### src/hdl/mcfd_pkg.sv
`timescale 1ns / 1ps
`default_nettype none
// ----------------------------------------------------------------------------
// mcfd_pkg
// Shared types and constants for the motor command frame decoder: character
// codes, status codes, frame state and result records.
// ----------------------------------------------------------------------------
package mcfd_pkg;

    // frame geometry
    localparam int unsigned FRAME_CHARS = 7;
    localparam int unsigned POS_W       = 4;
    localparam logic [POS_W-1:0] POS_MAX      = 4'd15;
    localparam logic [POS_W-1:0] POS_FRAME_END = POS_W'(FRAME_CHARS);

    // character positions within a frame
    localparam logic [POS_W-1:0] POS_SPEED_HI  = 4'd0;
    localparam logic [POS_W-1:0] POS_SPEED_MID = 4'd1;
    localparam logic [POS_W-1:0] POS_SPEED_LO  = 4'd2;
    localparam logic [POS_W-1:0] POS_DRIVE     = 4'd3;
    localparam logic [POS_W-1:0] POS_ANGLE_HI  = 4'd4;
    localparam logic [POS_W-1:0] POS_ANGLE_LO  = 4'd5;
    localparam logic [POS_W-1:0] POS_STEER     = 4'd6;

    // terminator reset value, upper-case 'E'
    localparam logic [7:0] END_CHAR_RESET = 8'h45;

    // ascii codes
    localparam logic [7:0] CH_ZERO    = 8'h30;
    localparam logic [7:0] CH_ONE     = 8'h31;
    localparam logic [7:0] CH_FOUR    = 8'h34;
    localparam logic [7:0] CH_FIVE    = 8'h35;
    localparam logic [7:0] CH_NINE    = 8'h39;
    localparam logic [7:0] CH_UP_A    = 8'h41;
    localparam logic [7:0] CH_UP_Z    = 8'h5A;
    localparam logic [7:0] CH_UP_F    = 8'h46;
    localparam logic [7:0] CH_LO_F    = 8'h66;
    localparam logic [7:0] CH_UP_B    = 8'h42;
    localparam logic [7:0] CH_LO_B    = 8'h62;
    localparam logic [7:0] CH_UP_R    = 8'h52;
    localparam logic [7:0] CH_LO_R    = 8'h72;
    localparam logic [7:0] CH_UP_L    = 8'h4C;
    localparam logic [7:0] CH_LO_L    = 8'h6C;
    localparam logic [7:0] CASE_BIT   = 8'h20;

    // result status codes
    localparam logic [1:0] ST_OK      = 2'd0;
    localparam logic [1:0] ST_LENGTH  = 2'd1;
    localparam logic [1:0] ST_BAD     = 2'd2;

    // partial frame state
    typedef struct packed {
        logic [POS_W-1:0] pos;
        logic             bad;
        logic [7:0]       speed;
        logic [5:0]       angle;
        logic             fwd;
        logic             right;
    } frame_t;

    // one decoded result beat
    typedef struct packed {
        logic [1:0] status;
        logic [7:0] speed;
        logic       forward;
        logic [5:0] angle;
        logic       steer_right;
    } result_t;

endpackage
`default_nettype wire

### src/hdl/mcfd_char_check.sv
`timescale 1ns / 1ps
`default_nettype none
// ----------------------------------------------------------------------------
// mcfd_char_check
// Per-byte decode: terminator detection, position check, accumulator update
// and result formation. Purely combinational.
// ----------------------------------------------------------------------------
module mcfd_char_check
(
    input  wire logic [7:0]       rx_char,
    input  wire logic [7:0]       end_char,
    input  wire mcfd_pkg::frame_t frame,
    output mcfd_pkg::frame_t      frame_next,
    output logic                  term,
    output mcfd_pkg::result_t     result
);
    import mcfd_pkg::*;

    logic [7:0] end_lower;
    logic       is_digit;
    logic [3:0] digit;
    logic       is_fwd;
    logic       is_back;
    logic       is_right;
    logic       is_left;
    logic       char_ok;
    logic [7:0] speed_x10;
    logic [5:0] angle_x10;

    // terminator, lower-case form only for letters
    always_comb
    begin
        end_lower = end_char;
        if (end_char >= CH_UP_A && end_char <= CH_UP_Z)
        begin
            end_lower = end_char | CASE_BIT;
        end
        term = (rx_char == end_char) || (rx_char == end_lower);
    end

    // character classes
    assign is_digit = (rx_char >= CH_ZERO);
    assign digit    = rx_char[3:0];
    assign is_fwd   = (rx_char == CH_UP_F) || (rx_char == CH_LO_F);
    assign is_back  = (rx_char == CH_UP_B) || (rx_char == CH_LO_B);
    assign is_right = (rx_char == CH_UP_R) || (rx_char == CH_LO_R);
    assign is_left  = (rx_char == CH_UP_L) || (rx_char == CH_LO_L);

    // times ten as two shifts and an add
    assign speed_x10 = {frame.speed[4:0], 3'b000} + {frame.speed[6:0], 1'b0};
    assign angle_x10 = {frame.angle[2:0], 3'b000} + {frame.angle[4:0], 1'b0};

    // validity of the byte for its position
    always_comb
    begin
        unique case (frame.pos)
            POS_SPEED_HI:                char_ok = is_digit && (rx_char <= CH_ONE);
            POS_SPEED_MID, POS_SPEED_LO: char_ok = is_digit && (rx_char <= CH_NINE);
            POS_DRIVE:                   char_ok = is_fwd || is_back;
            POS_ANGLE_HI:                char_ok = is_digit && (rx_char <= CH_FOUR);
            POS_ANGLE_LO:                char_ok = is_digit && (rx_char <= CH_FIVE);
            POS_STEER:                   char_ok = is_right || is_left;
            default:                     char_ok = 1'b1;
        endcase
    end

    // next frame state for a non-terminator byte
    always_comb
    begin
        frame_next = frame;
        if (frame.pos < POS_FRAME_END)
        begin
            if (!char_ok)
            begin
                frame_next.bad = 1'b1;
            end
            else if (frame.pos <= POS_SPEED_LO)
            begin
                frame_next.speed = speed_x10 + {4'b0000, digit};
            end
            else if (frame.pos == POS_DRIVE)
            begin
                frame_next.fwd = is_fwd;
            end
            else if (frame.pos <= POS_ANGLE_LO)
            begin
                frame_next.angle = angle_x10 + {2'b00, digit};
            end
            else
            begin
                frame_next.right = is_right;
            end
        end
        if (frame.pos != POS_MAX)
        begin
            frame_next.pos = frame.pos + 1'b1;
        end
    end

    // result on terminator, length error wins over bad character
    always_comb
    begin
        result = '0;
        priority if (frame.pos != POS_FRAME_END)
        begin
            result.status = ST_LENGTH;
        end
        else if (frame.bad)
        begin
            result.status = ST_BAD;
        end
        else
        begin
            result.status      = ST_OK;
            result.speed       = frame.speed;
            result.forward     = frame.fwd;
            result.angle       = frame.angle;
            result.steer_right = frame.right;
        end
    end

endmodule
`default_nettype wire

### src/hdl/motor_command_frame_decoder_core.sv
// A taken terminator's result goes to the output register, or to the skid
// entry while the output is stalled. Throughput: one byte per cycle while the
// skid entry is empty; frame state is registered in the cycle a byte is taken.
// A two-entry output register and skid stage keep input flowing while a result
// is stalled; input stalls only while the skid entry is occupied.
// Reset clears the frame state and both output entries; end_char returns to 'E'.
`timescale 1ns / 1ps
`default_nettype none
// ----------------------------------------------------------------------------
// motor_command_frame_decoder_core
// Decodes seven-character motor command frames from a byte stream and emits
// one status/value result beat per terminator.
// ----------------------------------------------------------------------------
module motor_command_frame_decoder_core
(
    input  wire logic       clk,
    input  wire logic       rst_n,
    // configuration write channel
    input  wire logic       cfg_valid,
    output logic            cfg_ready,
    input  wire logic [7:0] end_char,
    // received bytes
    input  wire logic       rx_valid,
    output logic            rx_stall,
    input  wire logic [7:0] rx_char,
    // result beats
    output logic            out_valid,
    input  wire logic       out_stall,
    output logic [1:0]      status,
    output logic [7:0]      speed,
    output logic            forward,
    output logic [5:0]      angle,
    output logic            steer_right
);
    import mcfd_pkg::*;

    logic [7:0] end_char_reg;
    frame_t     frame_reg;
    frame_t     frame_next;
    logic       term;
    result_t    result;
    logic       rx_fire;
    logic       new_res;
    logic       out_valid_reg;
    result_t    out_data_reg;
    logic       skid_valid_reg;
    result_t    skid_data_reg;

    // per-byte decode
    mcfd_char_check u_check
    (
        .rx_char    (rx_char),
        .end_char   (end_char_reg),
        .frame      (frame_reg),
        .frame_next (frame_next),
        .term       (term),
        .result     (result)
    );

    assign cfg_ready = 1'b1;
    assign rx_stall  = skid_valid_reg;
    assign rx_fire   = rx_valid && !rx_stall;
    assign new_res   = rx_fire && term;

    // terminator register
    always_ff @(posedge clk or negedge rst_n)
    begin
        if (!rst_n)
        begin
            end_char_reg <= END_CHAR_RESET;
        end
        else if (cfg_valid && cfg_ready)
        begin
            end_char_reg <= end_char;
        end
    end

    // frame state, cleared after every terminator
    always_ff @(posedge clk or negedge rst_n)
    begin
        if (!rst_n)
        begin
            frame_reg <= '0;
        end
        else if (rx_fire)
        begin
            frame_reg <= term ? frame_t'('0) : frame_next;
        end
    end

    // output register and skid control
    always_ff @(posedge clk or negedge rst_n)
    begin
        if (!rst_n)
        begin
            out_valid_reg  <= 1'b0;
            skid_valid_reg <= 1'b0;
        end
        else if (!out_valid_reg || !out_stall)
        begin
            if (skid_valid_reg)
            begin
                out_valid_reg  <= 1'b1;
                skid_valid_reg <= 1'b0;
            end
            else
            begin
                out_valid_reg <= new_res;
            end
        end
        else if (new_res)
        begin
            skid_valid_reg <= 1'b1;
        end
    end

    // result payload
    always_ff @(posedge clk)
    begin
        if (!out_valid_reg || !out_stall)
        begin
            out_data_reg <= skid_valid_reg ? skid_data_reg : result;
        end
        else if (new_res)
        begin
            skid_data_reg <= result;
        end
    end

    assign out_valid   = out_valid_reg;
    assign status      = out_data_reg.status;
    assign speed       = out_data_reg.speed;
    assign forward     = out_data_reg.forward;
    assign angle       = out_data_reg.angle;
    assign steer_right = out_data_reg.steer_right;

    // skid entry only fills behind a held output beat
    assert property (@(posedge clk) disable iff (!rst_n)
        skid_valid_reg |-> out_valid_reg)
        else $error("skid entry occupied with empty output register");

    // after a taken terminator the output register always holds a valid beat next cycle
    assert property (@(posedge clk) disable iff (!rst_n)
        new_res |=> out_valid_reg)
        else $error("terminator did not produce a result beat");

    // frame state restarts after a terminator
    assert property (@(posedge clk) disable iff (!rst_n)
        new_res |=> (frame_reg.pos == '0 && !frame_reg.bad))
        else $error("frame state not cleared after terminator");

    // failed frames carry zero values
    assert property (@(posedge clk) disable iff (!rst_n)
        (out_valid_reg && status != ST_OK) |->
            (speed == '0 && angle == '0 && !forward && !steer_right))
        else $error("failed frame carries non-zero values");

endmodule
`default_nettype wire
### config.mk
export PLATFORM = sky130hd
export DESIGN_NAME = motor_command_frame_decoder_core
export DESIGN_NICKNAME = d
export VERILOG_FILES = /design/src/hdl/mcfd_pkg.sv /design/src/hdl/mcfd_char_check.sv /design/src/hdl/motor_command_frame_decoder_core.sv
export SDC_FILE = /design/constraint.sdc
export NUM_CORES = 1
export LEC_CHECK = 0
export BUFFER_PORTS_ARGS = -buffer_cell sky130_fd_sc_hd__buf_2
export CORE_UTILIZATION = 40
export DETAILED_ROUTE_END_ITERATION = 6
export SYNTH_ARGS = -nofsm -noshare
export SYNTH_HDL_FRONTEND = slang
export SYNTH_HIERARCHICAL = 1
export SYNTH_SLANG_ARGS = --single-unit
### constraint.sdc
create_clock -name clk -period 2.95 [get_ports clk]
set_input_delay 0.295 -clock clk [delete_from_list [all_inputs] [get_ports clk]]
set_output_delay 0.295 -clock clk [all_outputs]
set_load 0.005 [all_outputs]
==> flow_metrics.py <==
metrics = {
    "worst_setup_path": {
        "reg2reg_to": "frame_reg[14]$_DFFE_PN0P_",
        "worstPathCellList": "inv_1, ha_2, o21ai_0, a2111oi_4, nor4_2, or3_1, mux2_4, and2b_4, mux2_4",
        "cpPeakStageDelay_ps": 530,
        "crit_arrival_ps": 3040,
        "crit_type": "register to register",
        "path_max_fanout": 8,
        "cpMostUsedCell": "mux2_4",
        "startpoint_type": "register",
        "r2r_slack_ps": 120,
        "ff2ff_path_depth": 9,
        "r2r-start": "frame_reg[18]$_DFFE_PN0P_",
        "cp.depth": 9,
        "cp_data_required_time_ps": 3170,
        "crit_family": "simple AND/OR/NAND/NOR gates",
        "cp_num_buf_inv": 1,
        "cp-end-kind": "register",
        "cpMaxStageDelayCell": "or3_1",
    },
    "sta": {
        "worst_slew_pin_slew_ps": 730.9,
        "slew_headroom_pct": 51.27,
        "rsz0062_at_grt": "false",
        "fin_crit_sh_pct": 95.83,
        "max_freq_ghz": 0.3537,
        "fin_setup_tns_ps": 0,
        "maxSlewViolCount": 0,
        "finalHoldViolations": 0,
        "post-route-worst-setup-slack_ps": 123.0,
        "finalSetupViolCount": 0,
        "finalWorstPathRequiredPeriod_ps": 2827,
        "fin_worst_skew_ps": 9.390,
    },
    "floorplanning": {
        "ios": 42,
        "die_x_um": 101.8,
        "dieArea_um2": 10360,
        "die_y_um": 101.8,
        "placementRows": 36,
        "start_util_pct": 40.93,
        "coreArea_um2": 9729,
    },
    "final_layout": {
        "largest_reg_flops": 21,
        "syn2layout_area_growth_pct": 15.87,
        "drive_gt1_share_pct": 40.56,
        "final_nets": 400,
        "diodes": 0,
        "postLayoutCoreUtil_pct": 47.43,
        "nFillCells": 908,
    },
    "global_route": {
        "overflow": 0,
        "antenna_found_initial": 0,
        "grt_pass1_wl_mm": 11.99,
        "grt_max_degree": 32,
        "grt_pass1_vias": 2508,
        "grt.total_usage_pct": 15.03,
    },
    "cts": {
        "clock_path_buffers": 2,
        "clk_latency_ps": 330,
        "path_clk_slew_ps": 80,
        "cts_sinks": 67,
        "ctsHoldBuffers": 0,
        "numCtsBuffers": 9,
        "cts.htree.levels": 3,
        "cts_tree": "built",
        "clock-root-buffer": "clkbuf_8",
        "cts_setup_buffers": 0,
        "cts.repair.resized": 0,
    },
    "place": {
        "place_ws_ps": 110.7,
        "gp_congestion": 0.8296,
        "io_buffers": 40,
        "dpl.hpwl_mm": 5.091,
    },
    "drt": {
        "vias": 2412,
        "postRouteAntennaNets": 0,
        "drt_iter0_drc": 73,
        "firstDrtPassIters": 4,
        "wl_per_cell_um": 14.05,
        "drc_errors": 0,
        "wl_mm": 6.925,
        "via_per_inst": 4.892,
    },
    "synth": {
        "synth_top_cell_by_area": "edfxtp_1",
        "synth_cell_types": 47,
        "synth_area_leaders": "edfxtp_1 (27%), dfrtp_1 (18%), mux2_4 (11%)",
        "syn_avg_cell_area_um2": 13.28,
        "ys.flop_type": "edfxtp_1",
        "ys_seq_elements": 67,
        "ys_warn_count": 6,
        "yosysTopAreaCellShare_pct": 27.14,
        "synthesis.nets": 345,
        "synthArstFlopShare_pct": 46.27,
        "synthCells": 300,
        "syn_area_um2": 3983,
        "ys_seq_area_share_pct": 46.72,
        "synth_edf_count": 36,
    },
    "power_and_ir_drop": {
        "power_density_nw_per_um2": 872.0,
        "peakVddDrop_uv": 459.8,
        "p_total_uw": 4024,
        "p_leak_uw": 0.002121,
    },
    "job": {
        "maxCapViolCount": 0,
    },
    "min_path": {
        "min-delay-path-class": "input port to async pin",
    },
    "outcome": {
        "run_status": "finished, final reports clean",
    },
}
-- power breakdown --
part,internal (uW),switching (uW)
Sequential,1150,179
Clock,478,358
Combinational,1100,764
Total,2720,1300
-- cell usage after synthesis, types with 2 or more instances --
cell type	instances
dfstp_2	3
nor3_1	2
fa_1	4
and2_1	16
xor2_1	5
mux2_2	34
and2b_1	13
nand2b_1	4
dfrtp_1	28
nand3_1	2
buf_2	2
a31oi_1	3
ha_1	20
nor2_1	11
nand3b_1	2
o21ai_0	4
nand2_1	11
inv_1	8
clkbuf_1	2
edfxtp_1	36
and2b_4	3
nor2b_1	6
a21oi_1	7
nor4_1	5
buf_6	2
buf_4	6
mux2_4	28
nor4bb_1	2
xnor2_1	12
a21o_1	2
-- routing by layer --
layer,wire length (um),GRT usage [%],share of wire (%),up-vias
met5,0,0,0,-
met3,213,2.830,3.1,5
met2,3191,23.86,46,50
li1,-,-,-,1193
met1,3456,20.51,50,1164
met4,63,5.351,0.91,0
-- kinds of logic after synthesis --
| kind of cell | synth area share (%) |
|---|---|
| flops | 46.72 |
| simple gates | 13.42 |
| other cells | 0.09416 |
| fa+ha+maj | 8.294 |
| compound gates | 4.147 |
| mux | 20.70 |
| buf+inv | 2.890 |
| xor+xnor | 3.739 |
-- stage by stage --
step                      cell area (um2)  hold WS (ps)  std cells
final                                4614         19.51        493
after global routing                 4614         65.20        493
after CTS                            4607         38.41        493
after detailed placement             4389         406.4        477
after global placement               4389         401.9        477
after floorplan                      3988       -0.5911        300
-- area by class of cell --
| class | instances | area (um2) | area share [%] |
|---|---|---|---|
| Multi-Input combinational cell | 213 | 2014 | 43.66 |
| Sequential cell | 67 | 1862 | 40.35 |
| Clock buffer | 10 | 127.6 | 2.766 |
| Timing Repair Buffer | 56 | 324.1 | 7.023 |
| Clock inverter | 6 | 90.09 | 1.952 |
| Inverter | 8 | 30.03 | 0.6508 |
| Tap cell | 133 | 166.4 | 3.606 |
-- worst max-delay path by stage --
stage                                   start                   endpoint  slack, ps
finish              frame_reg[18]$_DFFE_PN0P_  frame_reg[14]$_DFFE_PN0P_        120
global route        frame_reg[18]$_DFFE_PN0P_   frame_reg[9]$_DFFE_PN0P_        0.3
CTS                 frame_reg[18]$_DFFE_PN0P_  frame_reg[13]$_DFFE_PN0P_        100
detailed placement  frame_reg[18]$_DFFE_PN0P_  frame_reg[13]$_DFFE_PN0P_        110
global placement    frame_reg[18]$_DFFE_PN0P_  frame_reg[14]$_DFFE_PN0P_        160
floorplan           frame_reg[18]$_DFFE_PN0P_  frame_reg[12]$_DFFE_PN0P_        210
-- placed cells by master, fill, tap and decap left out, drive strengths merged, types with 2 or more instances in the layout --
cell / synthesis / final
mux2: 63 / 63
a21o: 2 / 2
xnor2: 12 / 12
a31oi: 3 / 3
nand3b: 2 / 2
and2b: 16 / 16
a21oi: 7 / 7
nor2b: 7 / 7
bufinv: 0 / 2
nor3: 2 / 2
inv: 8 / 8
xor2: 5 / 5
edfxtp: 36 / 36
fa: 4 / 4
ha: 20 / 20
dfrtp: 28 / 28
clkbuf: 2 / 10
nor2: 11 / 11
nor4bb: 2 / 2
clkinv: 0 / 3
and2: 16 / 16
o21ai: 4 / 4
nand2b: 4 / 4
dfstp: 3 / 3
nand3: 2 / 2
buf: 10 / 56
nor4: 7 / 7
nand2: 11 / 11
Power figures use the tool's default switching activity.
